## config.mk

```make
export PLATFORM = sky130hd
export DESIGN_NAME = wtosc_mul
export DESIGN_NICKNAME = d
export VERILOG_FILES = /design/src/rtl/core/wtosc_pkg.sv /design/src/rtl/core/wtosc_mul.sv
export SDC_FILE = /design/constraint.sdc
export NUM_CORES = 2
export LEC_CHECK = 0
export ABC_AREA = 0
export BUFFER_PORTS_ARGS = -buffer_cell sky130_fd_sc_hd__buf_2
export CAP_MARGIN = 20
export CORE_MARGIN = 10
export CORE_UTILIZATION = 25
export DETAILED_ROUTE_END_ITERATION = 8
export GPL_TIMING_DRIVEN = 1
export HOLD_SLACK_MARGIN = 0.03
export MAX_ROUTING_LAYER = met4
export PLACE_DENSITY = 0.45
export SLEW_MARGIN = 15
export SYNTH_ARGS = -nofsm -noshare
export SYNTH_HDL_FRONTEND = slang
export SYNTH_SLANG_ARGS = --single-unit
export TNS_END_PERCENT = 20
```

## constraint.sdc

```tcl
create_clock -name i_clk -period 7.3 [get_ports i_clk]
set_input_delay 0.365 -clock i_clk [delete_from_list [all_inputs] [get_ports i_clk]]
set_output_delay 0.365 -clock i_clk [all_outputs]
set_load 0.1 [all_outputs]
```

## src/rtl/core/wtosc_pkg.sv

```systemverilog
// Shared types, constants and functions of the wavetable oscillator.
// No dependencies; imported by every module of the block.
package wtosc_pkg;

    localparam int FRAC_BITS   = 16;
    localparam int IDX_W       = 10;
    localparam int TABLE_DEPTH = 1 << IDX_W;
    localparam int PHASE_W     = IDX_W + FRAC_BITS;
    localparam int LEN_W       = IDX_W + 1;
    localparam int A440_W      = 26;
    localparam int SAMPLE_W    = 16;
    localparam int GAIN_W      = 7;
    localparam int NOTE_W      = 7;
    localparam int RATIO_W     = 17;
    localparam int MUL_A_W     = 34;
    localparam int MUL_B_W     = 25;
    localparam int MUL_P_W     = MUL_A_W + MUL_B_W;

    localparam logic [A440_W-1:0] A440_RESET = 26'd669571;
    localparam logic [LEN_W-1:0]  LEN_RESET  = 11'd1024;
    localparam logic [LEN_W-1:0]  LEN_MIN    = 11'd2;
    localparam logic [LEN_W-1:0]  LEN_MAX    = 11'd1024;

    // floor(2^30 / 127), used to divide by 127
    localparam logic [23:0] RECIP_127   = 24'd8454660;
    localparam int          RECIP_SHIFT = 30;
    // 127 * 2^15: half of the gain divisor, for round-half-away
    localparam logic [39:0] ROUND_HALF  = 40'd4161536;
    // step shift for octave zero; the octave count is subtracted from it
    localparam logic [4:0]  SHIFT_BASE  = 5'd22;

    typedef enum logic [1:0] {
        OP_LOAD = 2'd0,
        OP_NOTE = 2'd1,
        OP_STOP = 2'd2,
        OP_TICK = 2'd3
    } t_op;

    typedef enum logic {
        REG_A440 = 1'b0,
        REG_LEN  = 1'b1
    } t_reg_idx;

    typedef struct packed {
        t_op                        operation;
        logic [IDX_W-1:0]           table_index;
        logic signed [SAMPLE_W-1:0] table_value;
        logic [NOTE_W-1:0]          note;
        logic [GAIN_W-1:0]          velocity;
    } t_in_word;

    typedef struct packed {
        logic signed [SAMPLE_W-1:0] sample;
        logic                       sounding;
    } t_out_word;

    typedef struct packed {
        logic [A440_W-1:0] a440_step;
        logic [LEN_W-1:0]  eff_len;
    } t_cfg;

    typedef struct packed {
        logic                we;
        logic [IDX_W-1:0]    addr;
        logic [SAMPLE_W-1:0] wdata;
    } t_tbl_req;

    typedef struct packed {
        logic [3:0] oct;
        logic [3:0] semi;
    } t_note_split;

    // 2^(k/12) in unsigned Q1.16, rounded to nearest
    function automatic logic [RATIO_W-1:0] semitone_ratio(input logic [3:0] s);
        logic [RATIO_W-1:0] r;
        case (s)
            4'd0:    r = 17'd65536;
            4'd1:    r = 17'd69433;
            4'd2:    r = 17'd73562;
            4'd3:    r = 17'd77936;
            4'd4:    r = 17'd82570;
            4'd5:    r = 17'd87480;
            4'd6:    r = 17'd92682;
            4'd7:    r = 17'd98193;
            4'd8:    r = 17'd104032;
            4'd9:    r = 17'd110218;
            4'd10:   r = 17'd116772;
            4'd11:   r = 17'd123715;
            default: r = '0;
        endcase
        return r;
    endfunction

    // (note+3)/12 and (note+3)%12; 171/2048 is exact enough for n <= 130
    function automatic t_note_split note_split(input logic [NOTE_W-1:0] note);
        logic [7:0]  n;
        logic [15:0] m;
        logic [7:0]  o12;
        logic [7:0]  rem;
        t_note_split r;
        n      = {1'b0, note} + 8'd3;
        m      = {8'd0, n} * 16'd171;
        r.oct  = m[14:11];
        o12    = {1'b0, r.oct, 3'b000} + {2'b00, r.oct, 2'b00};
        rem    = n - o12;
        r.semi = rem[3:0];
        return r;
    endfunction

endpackage

```

## src/rtl/core/wtosc_mul.sv

```systemverilog
// Shared signed multiplier with registered product.
// Depends on wtosc_pkg for operand widths.
module wtosc_mul
    import wtosc_pkg::*;
(
    input  logic                      i_clk,
    input  logic                      i_en,
    input  logic signed [MUL_A_W-1:0] i_a,
    input  logic signed [MUL_B_W-1:0] i_b,
    output logic signed [MUL_P_W-1:0] o_p
);

    logic signed [MUL_P_W-1:0] r_p;

    always_ff @(posedge i_clk) begin
        if (i_en) begin
            r_p <= i_a * i_b;
        end
    end

    assign o_p = r_p;

endmodule

```

==> impl_results.md <==
* Net Count, Synth at 4357
* Core box area at about 130000 µm²
* Iteration-0 DRC Markers at 924
* Drt pass-1 iters at 5
* Tot GR Track Use at 0.137
* Largest cells by area after synthesis: fa_1 (55%), inv_1 (9.6%), and2_1 (8.4%), ha_1 (6.3%), edfxtp_1 (5.6%)
* MaxCap Viol Count at 0
* Max Fclk at 0.140 GHz
* Worst Hold Path EP: o_p[12]
* Fin cells at 5135
* Share of layout cells above drive strength 1 at 0.114
* Slowest CP cell: fa_1
* Final nets at 4564
* Cells after DPL at just over 5000
* Crit share post-route at 0.977
* Root Buffer: clkbuf_16
* Setup violations, final at 0
* Per-cell routed wire length at ~18 µm
* Global placement routability congestion at between 0.8 and 0.9
* GR Overflow Total at 0
* Required @ worst endpoint at roughly 7400 ps
* Post-synth EDFFs at 59
* Initial Util at 0.251
* Fillers at approximately 13000
* Largest register FFs at ~60
* Asr flop ratio synth at 0
* Initial antenna violation count at 5
* Startpoint Class: primary input
* Most common cell after layout, fill and taps aside: fa_1
* Min Tclk post-route at just over 7000 ps
* Final HPWL DP at between 80000 and 90000 µm
* Mapped Cells at ~3300
* FP Rows at 130
* CP Buf/Inv Count at 5
* Height of the die at about 380 µm
* RSZ-0062 raised after global routing: false
* Synthesized area at roughly 32000 µm²
* Die Width at around 380 µm
* Min-delay src: i_en
* Residual DRC at 0
* #FFs+latches synth at between 50 and 60
* Area Growth Syn to Fin at 13.8%
* Worst-path clk slew at 60 ps
* Worst Hold Class: in -> reg
* GR Util met3 at 0.0154
* First-pass GRT wire length at between 100000 and 150000 µm
* GRT Max-Usage Layer: met2
* Largest net degree at the start of global routing at 60
* Cell taking the most area after synthesis: fa_1
* Worst Setup End Kind: flop
* Vias at ~22000
* Seq/Total Area, Yosys at 0.0562
* Largest delay share family, worst path: adder cells
* Clk sinks at 59
* CTS max path bufs at 2
* Cells on Worst Hold Path at 2
* CTS tree: built
* Commonest non-fill, non-tap cells in the layout: fa_1 (865), inv_1 (810), nand2_1 (431), and2_1 (425), buf_4 (222)
* Vias per Instance at approximately 4.3
* Final Max Tran Viols at 0
* Buffers on Ports at about 120
* Final Hold Vio Count at 0
* Post-DRT Antenna Nets at 0
* GR Util met1 at 0.160
* Max incr delay on CP at around 550 ps
* Area share of the largest cell type after synthesis at 0.549
* Setup CP Type: in -> reg
* Global-route met2 utilization at 0.253
* Status: finished, final reports clean
* Prevailing post-synth register cell: edfxtp_1
* I/O pin cnt at 120
* Synth cell types at between 60 and 70
* Synth warnings at 0
* Crit path DAT at 7240 ps
* H-tree Lvls at 3
* Synth Area per Inst at between 9 and 10 µm²
* CP Cell Sequence: buf_2, nand2_1, fa_1, fa_1, inv_1, fa_1, inv_1, fa_1, inv_1, fa_1, fa_1, fa_1, ha_1, nand2_1, nor4_1, nor3b_2, buf_4, o211ai_1, a31oi_1, o211ai_1, a22o_1
* Drt total wl at 92400 µm
* Worst relative slew slack at 0.414
* Die Area at around 140000 µm²
* Crit-path max FO at 23
* Postcts setup bufs at 0
* Crit path top cell by count: fa_1
* Total CTS buffers at 9
* Slew @ Worst Pin at just under 900 ps
* Vias in the first global route at around 25000
[timing repair]
action	4_1_cts	5_1_grt
endpoints found under the setup margin	0	2
hold buffers	0	0
gates resized for setup	0	1
[synthesized netlist by cell type, types with 2 or more instances]
cell type	number
o211ai_1	6
a21boi_1	3
nand2b_1	11
edfxtp_1	59
xor2_1	15
a211oi_1	2
and2_1	425
and3_1	14
a221oi_1	4
nand2_1	431
nand3_1	9
a211oi_2	2
a221oi_2	2
fa_1	865
or3_1	4
nor2b_1	31
o21ai_0	12
o21a_1	5
ha_1	159
inv_1	810
nor3_1	4
a31oi_1	10
buf_2	5
nor2_1	24
and4_1	3
xnor2_1	52
nand4_1	7
o21bai_1	13
a21o_1	22
nor4_1	2
a21oi_1	56
o21ai_1	12
o31ai_2	3
a22o_1	2
clkbuf_1	157
nor3_2	2
[layout make-up]
| class | count | area, µm² | area share |
|---|---|---|---|
| clock buffers | 10 | 229 | 0.00638 |
| diodes | 1 | 2.50 | 0.0000698 |
| inverters | 811 | 3040 | 0.0849 |
| clock inverters | 6 | 56.3 | 0.00157 |
| multi-input cells | 2240 | 26100 | 0.728 |
| repair buffers | 358 | 2600 | 0.0726 |
| flip-flops and latches | 59 | 1770 | 0.0494 |
| well taps | 1650 | 2060 | 0.0576 |
[stage by stage]
stage / cell area [µm²] / setup WS, ps / utilization / TNS (ps) / hold WS [ps]
after floorplan: 31500 / 650 / - / 0 / 477
after global placement: 35600 / -172 / 0.284 / -326 / 1000
after detailed placement: 35600 / -89.4 / 0.284 / -117 / 993
after CTS: 35900 / 269 / 0.286 / 0 / 765
after global routing: 35900 / 39.8 / 0.286 / 0 / 775
final: 35900 / 167 / 0.286 / 0 / 725
[logic make-up after synthesis]
group,share of synthesized area
AOI/OAI and AO/OA,0.0381
xor gates and xnor gates,0.0186
adders and majority gates,0.612
buffers and inverters,0.116
DFF,0.0562
muxes,0.000357
and+or+nand+nor,0.158
[routing by layer]
| layer | vias to the layer above | wire, µm |
|---|---|---|
| met5 | - | 0 |
| met3 | 101 | 2810 |
| met4 | 0 | 2020 |
| met2 | 368 | 50300 |
| met1 | 11600 | 37300 |
| li1 | 9811 | - |
[worst max-delay path by stage]
| stage | start | to | depth (start not counted) |
|---|---|---|---|
| 2_1_floorplan | i_a[33] | o_p[56] | 23 |
| 3_3_place_gp | i_a[10] | o_p[49] | 22 |
| 3_5_place_dp | i_b[11] | o_p[49] | 22 |
| 4_1_cts | i_b[11] | o_p[49] | 22 |
| 5_1_grt | i_b[11] | o_p[41] | 24 |
| 6_report | i_b[11] | o_p[58] | 21 |
Power is not shown: default switching activity piles up to over one toggle a cycle in this logic, so the estimate is an artifact.
