`config.mk`:
```
export PLATFORM = sky130hd
export DESIGN_NAME = wtosc_cfg
export DESIGN_NICKNAME = d
export VERILOG_FILES = /design/src/rtl/core/wtosc_pkg.sv /design/src/rtl/core/wtosc_cfg.sv
export SDC_FILE = /design/constraint.sdc
export NUM_CORES = 1
export LEC_CHECK = 0
export BUFFER_PORTS_ARGS = -buffer_cell sky130_fd_sc_hd__buf_2
export CAP_MARGIN = 10
export CORE_MARGIN = 4
export CORE_UTILIZATION = 47
export DETAILED_ROUTE_END_ITERATION = 12
export GPL_ROUTABILITY_DRIVEN = 0
export PLACE_DENSITY_LB_ADDON = 0.12
export SYNTH_ARGS = -nofsm -noshare
export SYNTH_HDL_FRONTEND = slang
export SYNTH_SLANG_ARGS = --single-unit
export TNS_END_PERCENT = 50
```
`constraint.sdc`:
```
create_clock -name i_clk -period 2.4 [get_ports i_clk]
set_input_delay 0.24 -clock i_clk [delete_from_list [all_inputs] [get_ports i_clk]]
set_output_delay 0.24 -clock i_clk [all_outputs]
set_load 0.1 [all_outputs]
```
`src/rtl/core/wtosc_pkg.sv`:
```
// Shared types, constants and functions of the wavetable oscillator.
// No dependencies; imported by every module of the block.
package wtosc_pkg;

    localparam int FRAC_BITS   = 16;
    localparam int IDX_W       = 10;
    localparam int TABLE_DEPTH = 1 << IDX_W;
    localparam int PHASE_W     = IDX_W + FRAC_BITS;
    localparam int LEN_W       = IDX_W + 1;
    localparam int A440_W      = 26;
    localparam int SAMPLE_W    = 16;
    localparam int GAIN_W      = 7;
    localparam int NOTE_W      = 7;
    localparam int RATIO_W     = 17;
    localparam int MUL_A_W     = 34;
    localparam int MUL_B_W     = 25;
    localparam int MUL_P_W     = MUL_A_W + MUL_B_W;

    localparam logic [A440_W-1:0] A440_RESET = 26'd669571;
    localparam logic [LEN_W-1:0]  LEN_RESET  = 11'd1024;
    localparam logic [LEN_W-1:0]  LEN_MIN    = 11'd2;
    localparam logic [LEN_W-1:0]  LEN_MAX    = 11'd1024;

    // floor(2^30 / 127), used to divide by 127
    localparam logic [23:0] RECIP_127   = 24'd8454660;
    localparam int          RECIP_SHIFT = 30;
    // 127 * 2^15: half of the gain divisor, for round-half-away
    localparam logic [39:0] ROUND_HALF  = 40'd4161536;
    // step shift for octave zero; the octave count is subtracted from it
    localparam logic [4:0]  SHIFT_BASE  = 5'd22;

    typedef enum logic [1:0] {
        OP_LOAD = 2'd0,
        OP_NOTE = 2'd1,
        OP_STOP = 2'd2,
        OP_TICK = 2'd3
    } t_op;

    typedef enum logic {
        REG_A440 = 1'b0,
        REG_LEN  = 1'b1
    } t_reg_idx;

    typedef struct packed {
        t_op                        operation;
        logic [IDX_W-1:0]           table_index;
        logic signed [SAMPLE_W-1:0] table_value;
        logic [NOTE_W-1:0]          note;
        logic [GAIN_W-1:0]          velocity;
    } t_in_word;

    typedef struct packed {
        logic signed [SAMPLE_W-1:0] sample;
        logic                       sounding;
    } t_out_word;

    typedef struct packed {
        logic [A440_W-1:0] a440_step;
        logic [LEN_W-1:0]  eff_len;
    } t_cfg;

    typedef struct packed {
        logic                we;
        logic [IDX_W-1:0]    addr;
        logic [SAMPLE_W-1:0] wdata;
    } t_tbl_req;

    typedef struct packed {
        logic [3:0] oct;
        logic [3:0] semi;
    } t_note_split;

    // 2^(k/12) in unsigned Q1.16, rounded to nearest
    function automatic logic [RATIO_W-1:0] semitone_ratio(input logic [3:0] s);
        logic [RATIO_W-1:0] r;
        case (s)
            4'd0:    r = 17'd65536;
            4'd1:    r = 17'd69433;
            4'd2:    r = 17'd73562;
            4'd3:    r = 17'd77936;
            4'd4:    r = 17'd82570;
            4'd5:    r = 17'd87480;
            4'd6:    r = 17'd92682;
            4'd7:    r = 17'd98193;
            4'd8:    r = 17'd104032;
            4'd9:    r = 17'd110218;
            4'd10:   r = 17'd116772;
            4'd11:   r = 17'd123715;
            default: r = '0;
        endcase
        return r;
    endfunction

    // (note+3)/12 and (note+3)%12; 171/2048 is exact enough for n <= 130
    function automatic t_note_split note_split(input logic [NOTE_W-1:0] note);
        logic [7:0]  n;
        logic [15:0] m;
        logic [7:0]  o12;
        logic [7:0]  rem;
        t_note_split r;
        n      = {1'b0, note} + 8'd3;
        m      = {8'd0, n} * 16'd171;
        r.oct  = m[14:11];
        o12    = {1'b0, r.oct, 3'b000} + {2'b00, r.oct, 2'b00};
        rem    = n - o12;
        r.semi = rem[3:0];
        return r;
    endfunction

endpackage

```
`src/rtl/core/wtosc_cfg.sv`:
```
// APB-style register file: a440 step and table length.
// Depends on wtosc_pkg; exports the clamped table length.
module wtosc_cfg
    import wtosc_pkg::*;
(
    input  logic        i_clk,
    input  logic        i_rst_n,
    input  logic        psel,
    input  logic        penable,
    input  logic        pwrite,
    input  logic [2:0]  paddr,
    input  logic [31:0] pwdata,
    output logic [31:0] prdata,
    output logic        pready,
    output t_cfg        o_cfg
);

    logic [A440_W-1:0] r_a440_step;
    logic [LEN_W-1:0]  r_table_length;
    logic              wr_en;
    t_reg_idx          reg_idx;

    assign pready  = 1'b1;
    assign wr_en   = psel & penable & pwrite & pready;
    assign reg_idx = t_reg_idx'(paddr[2]);

    always_ff @(posedge i_clk) begin
        if (!i_rst_n) begin
            r_a440_step    <= A440_RESET;
            r_table_length <= LEN_RESET;
        end else if (wr_en) begin
            case (reg_idx)
                REG_A440: r_a440_step    <= pwdata[A440_W-1:0];
                REG_LEN:  r_table_length <= pwdata[LEN_W-1:0];
                default: ;
            endcase
        end
    end

    always_comb begin
        case (reg_idx)
            REG_A440: prdata = {{(32-A440_W){1'b0}}, r_a440_step};
            REG_LEN:  prdata = {{(32-LEN_W){1'b0}}, r_table_length};
            default:  prdata = '0;
        endcase
    end

    always_comb begin
        o_cfg.a440_step = r_a440_step;
        if (r_table_length < LEN_MIN) begin
            o_cfg.eff_len = LEN_MIN;
        end else if (r_table_length > LEN_MAX) begin
            o_cfg.eff_len = LEN_MAX;
        end else begin
            o_cfg.eff_len = r_table_length;
        end
    end

endmodule

```
==> results.sh <==
export IMPL_dieArea_um2=5161
export IMPL_fmax_mhz=457.4
export IMPL_ios=110
export IMPL_grtUsageTotal_pct=16.58
export IMPL_insertedDiodeCount=0
export IMPL_io_buffers=94
export IMPL_required_ns=2.16
export IMPL_clkSlewWorstSetupHoldPaths_ns=0.07
export IMPL_fin_cells=346
export IMPL_holdBufCountCts=0
export IMPL_finalCritPeriodShare_pct=91.09
export IMPL_die_w_um=71.84
export IMPL_crit_chain="or4_4, o41ai_4, buf_2"
export IMPL_syn_to_final_growth_pct=28.61
export IMPL_num_fill_cells=355
export IMPL_grt_pass1_wl_mm=6.817
export IMPL_synth_avg_cell_area_um2=9.079
export IMPL_grtUsageMet1_pct=19.54
export IMPL_hpwl_mm=3.142
export IMPL_tightest_slew_ns=0.6427
export IMPL_insertion_delay_ns=0.28
export IMPL_vias=1636
export IMPL_grt_pass1_vias=1502
export IMPL_status="complete, no violations"
export IMPL_final_nets=337
export IMPL_cts_tree="yes"
export IMPL_critPathLaunchType="flop"
export IMPL_dpl_cell_count=338
export IMPL_p_leak_uw=0.001215
export IMPL_yosysTopAreaCell="dfxtp_1"
export IMPL_critPathArrivalTime_ns=1.95
export IMPL_rows=22
export IMPL_fin_ws_ns=0.2139
export IMPL_grt_start_max_net_pins=31
export IMPL_cp_end_kind="output port"
export IMPL_synth_area_leaders="dfxtp_1, mux2i_1, nor2b_1, nand2_1, mux2_2"
export IMPL_post_cts_buffers=0
export IMPL_cap_viol_max_count=0
export IMPL_drt_total_wl_mm=4.317
export IMPL_syn_area_um2=1916
export IMPL_critPathMaxFanout=4
export IMPL_preCtsSetupSlack_ns=0.5154
export IMPL_yosys_warnings=0
export IMPL_syn_inst=211
export IMPL_hold_viol_final=0
export IMPL_cpPeakStageDelay_ns=0.55
export IMPL_grt_remaining_overflow=0
export IMPL_design_area_um2=2464
export IMPL_core_um2=3799
export IMPL_grt_busiest_layer="met2"
export IMPL_drtAntennaViolNets=0
export IMPL_initialDrtViolationCount=70
export IMPL_cts_root_buf="clkbuf_8"
export IMPL_cts_sinks=37
export IMPL_synth_top_area_share_pct=38.67
export IMPL_first_pass_iters=5
export IMPL_use_met3_pct=6.311
export IMPL_finalSetupViolations=0
export IMPL_slew_viol_final=0
export IMPL_peakVddDrop_mv=0.4590
export IMPL_die_h_um=71.84
export IMPL_drive_above_1_share_pct=42.62
export IMPL_cp_slowest_cell="or4_4"
export IMPL_max_slew_margin_pct=57.15
export IMPL_hold_depth=3
export IMPL_cts_resized=0
export IMPL_fin_setup_tns_ns=0
export IMPL_critPathKind="reg2out"
export IMPL_cts_buffers=5
export IMPL_synth_yosys_seq_area_share_pct=38.67
export IMPL_rsz0062_at_grt="no"
export IMPL_ys_types=19
export IMPL_start_util_pct=50.43
export IMPL_post_drt_wl_per_cell_um=12.48
export IMPL_p_per_area_nw_per_um2=580.9
export IMPL_ys_seq_elements=37
export IMPL_hold_path_class="in2reg"
export IMPL_grt_antenna_before_repair=0
export IMPL_clock_skew_ns=0
export IMPL_htree_levels=2
export IMPL_placed_cell_area_um2=2381
export IMPL_reg2regPathDepth=2
export IMPL_clk_path_buf_depth=2
export IMPL_power_uw=1431
export IMPL_use_met2_pct=28.16
export IMPL_fin_crit_ns=2.186
export IMPL_via_per_inst=4.728
export IMPL_drc=0
[logic make-up (layout without fill, tap and decap cells)]
group,after synthesis,after routing,synth area share (%)
AOI/OAI and AO/OA,2,2,1.372
buffers and inverters,25,107,7.707
DFF,37,37,38.67
muxes,48,48,25.80
other,2,7,0.3920
and+or+nand+nor,97,97,26.06
[registers in the layout, summed over array words and instances, names as in the netlist]
signal,flops
r_a440_step,26
r_table_length,11
[report_power, final]
| part | total (µW) | internal (µW) | switching, µW |
|---|---|---|---|
| clock | 413 | 201 | 212 |
| combinational | 379 | 77.6 | 302 |
| sequential | 639 | 627 | 11.1 |
| total | 1430 | 906 | 525 |
[Yosys cell counts]
| library cell | n |
|---|---|
| mux2_2 | 11 |
| conb_1 | 2 |
| nor2b_1 | 44 |
| dfxtp_1 | 37 |
| buf_4 | 9 |
| or2b_1 | 1 |
| buf_2 | 4 |
| or4_4 | 1 |
| or3_1 | 1 |
| nand2_1 | 47 |
| clkbuf_1 | 9 |
| nand4_1 | 1 |
| buf_6 | 2 |
| o41ai_2 | 1 |
| mux2i_1 | 37 |
| inv_1 | 1 |
| and4b_1 | 1 |
| o311a_1 | 1 |
| or2_2 | 1 |
[final timing paths]
path | from | slack, ns | to
setup / recovery | r_table_length[1]$_SDFFE_PN0P_ | 0.21 | o_cfg[1]
setup reg to reg | r_table_length[10]$_SDFFE_PN1P_ | 1.36 | r_table_length[10]$_SDFFE_PN1P_
hold reg to reg | r_a440_step[18]$_SDFFE_PN0P_ | 0.46 | r_a440_step[18]$_SDFFE_PN0P_
hold / removal | pwdata[18] | 0.19 | r_a440_step[18]$_SDFFE_PN0P_
[stage by stage]
stage               hold WS [ns]  util [%]
floorplan                 0.3788         -
global placement          0.4527     62.68
detailed placement        0.4602     62.68
CTS                       0.1861     64.86
global route              0.1842     64.86
finish                    0.1943     64.86
[layer usage]
layer,routed length [µm],share of wire [%],vias to the layer above
met1,1836,43,735
met4,41,0.95,0
li1,-,-,835
met3,338,7.8,6
met5,0,0,-
met2,2100,49,60
[cell type report]
type,count,area [µm²],share of cell area (%)
Multi-Input combinational cell,154,1076,43.68
Sequential cell,37,740.7,30.07
Timing Repair Buffer,98,500.5,20.31
Clock buffer,6,72.57,2.946
Tap cell,48,60.06,2.438
Clock inverter,2,10.01,0.4063
Inverter,1,3.754,0.1524
[placed cells by master, fill, tap and decap left out]
cell,n
buf_2,94
nand2_1,47
nor2b_1,37
mux2i_1,37
dfxtp_1,37
mux2_2,11
nor2b_2,7
conb_1,7
clkbuf_8,5
buf_4,4
clkinv_2,2
or2_2,1
or4_4,1
or3_1,1
or2b_1,1
o41ai_4,1
inv_1,1
o311a_1,1
and4b_2,1
nand4_1,1
clkbuf_1,1
[worst max-delay path, delay by kind of cell (launching register included)]
family	cells	cell delay [ns]
DFF	1	0.33
AOI/OAI and AO/OA	1	0.30
and+or+nand+nor	1	0.55
buffers and inverters	1	0.48
(Power assumes the default switching activity.)
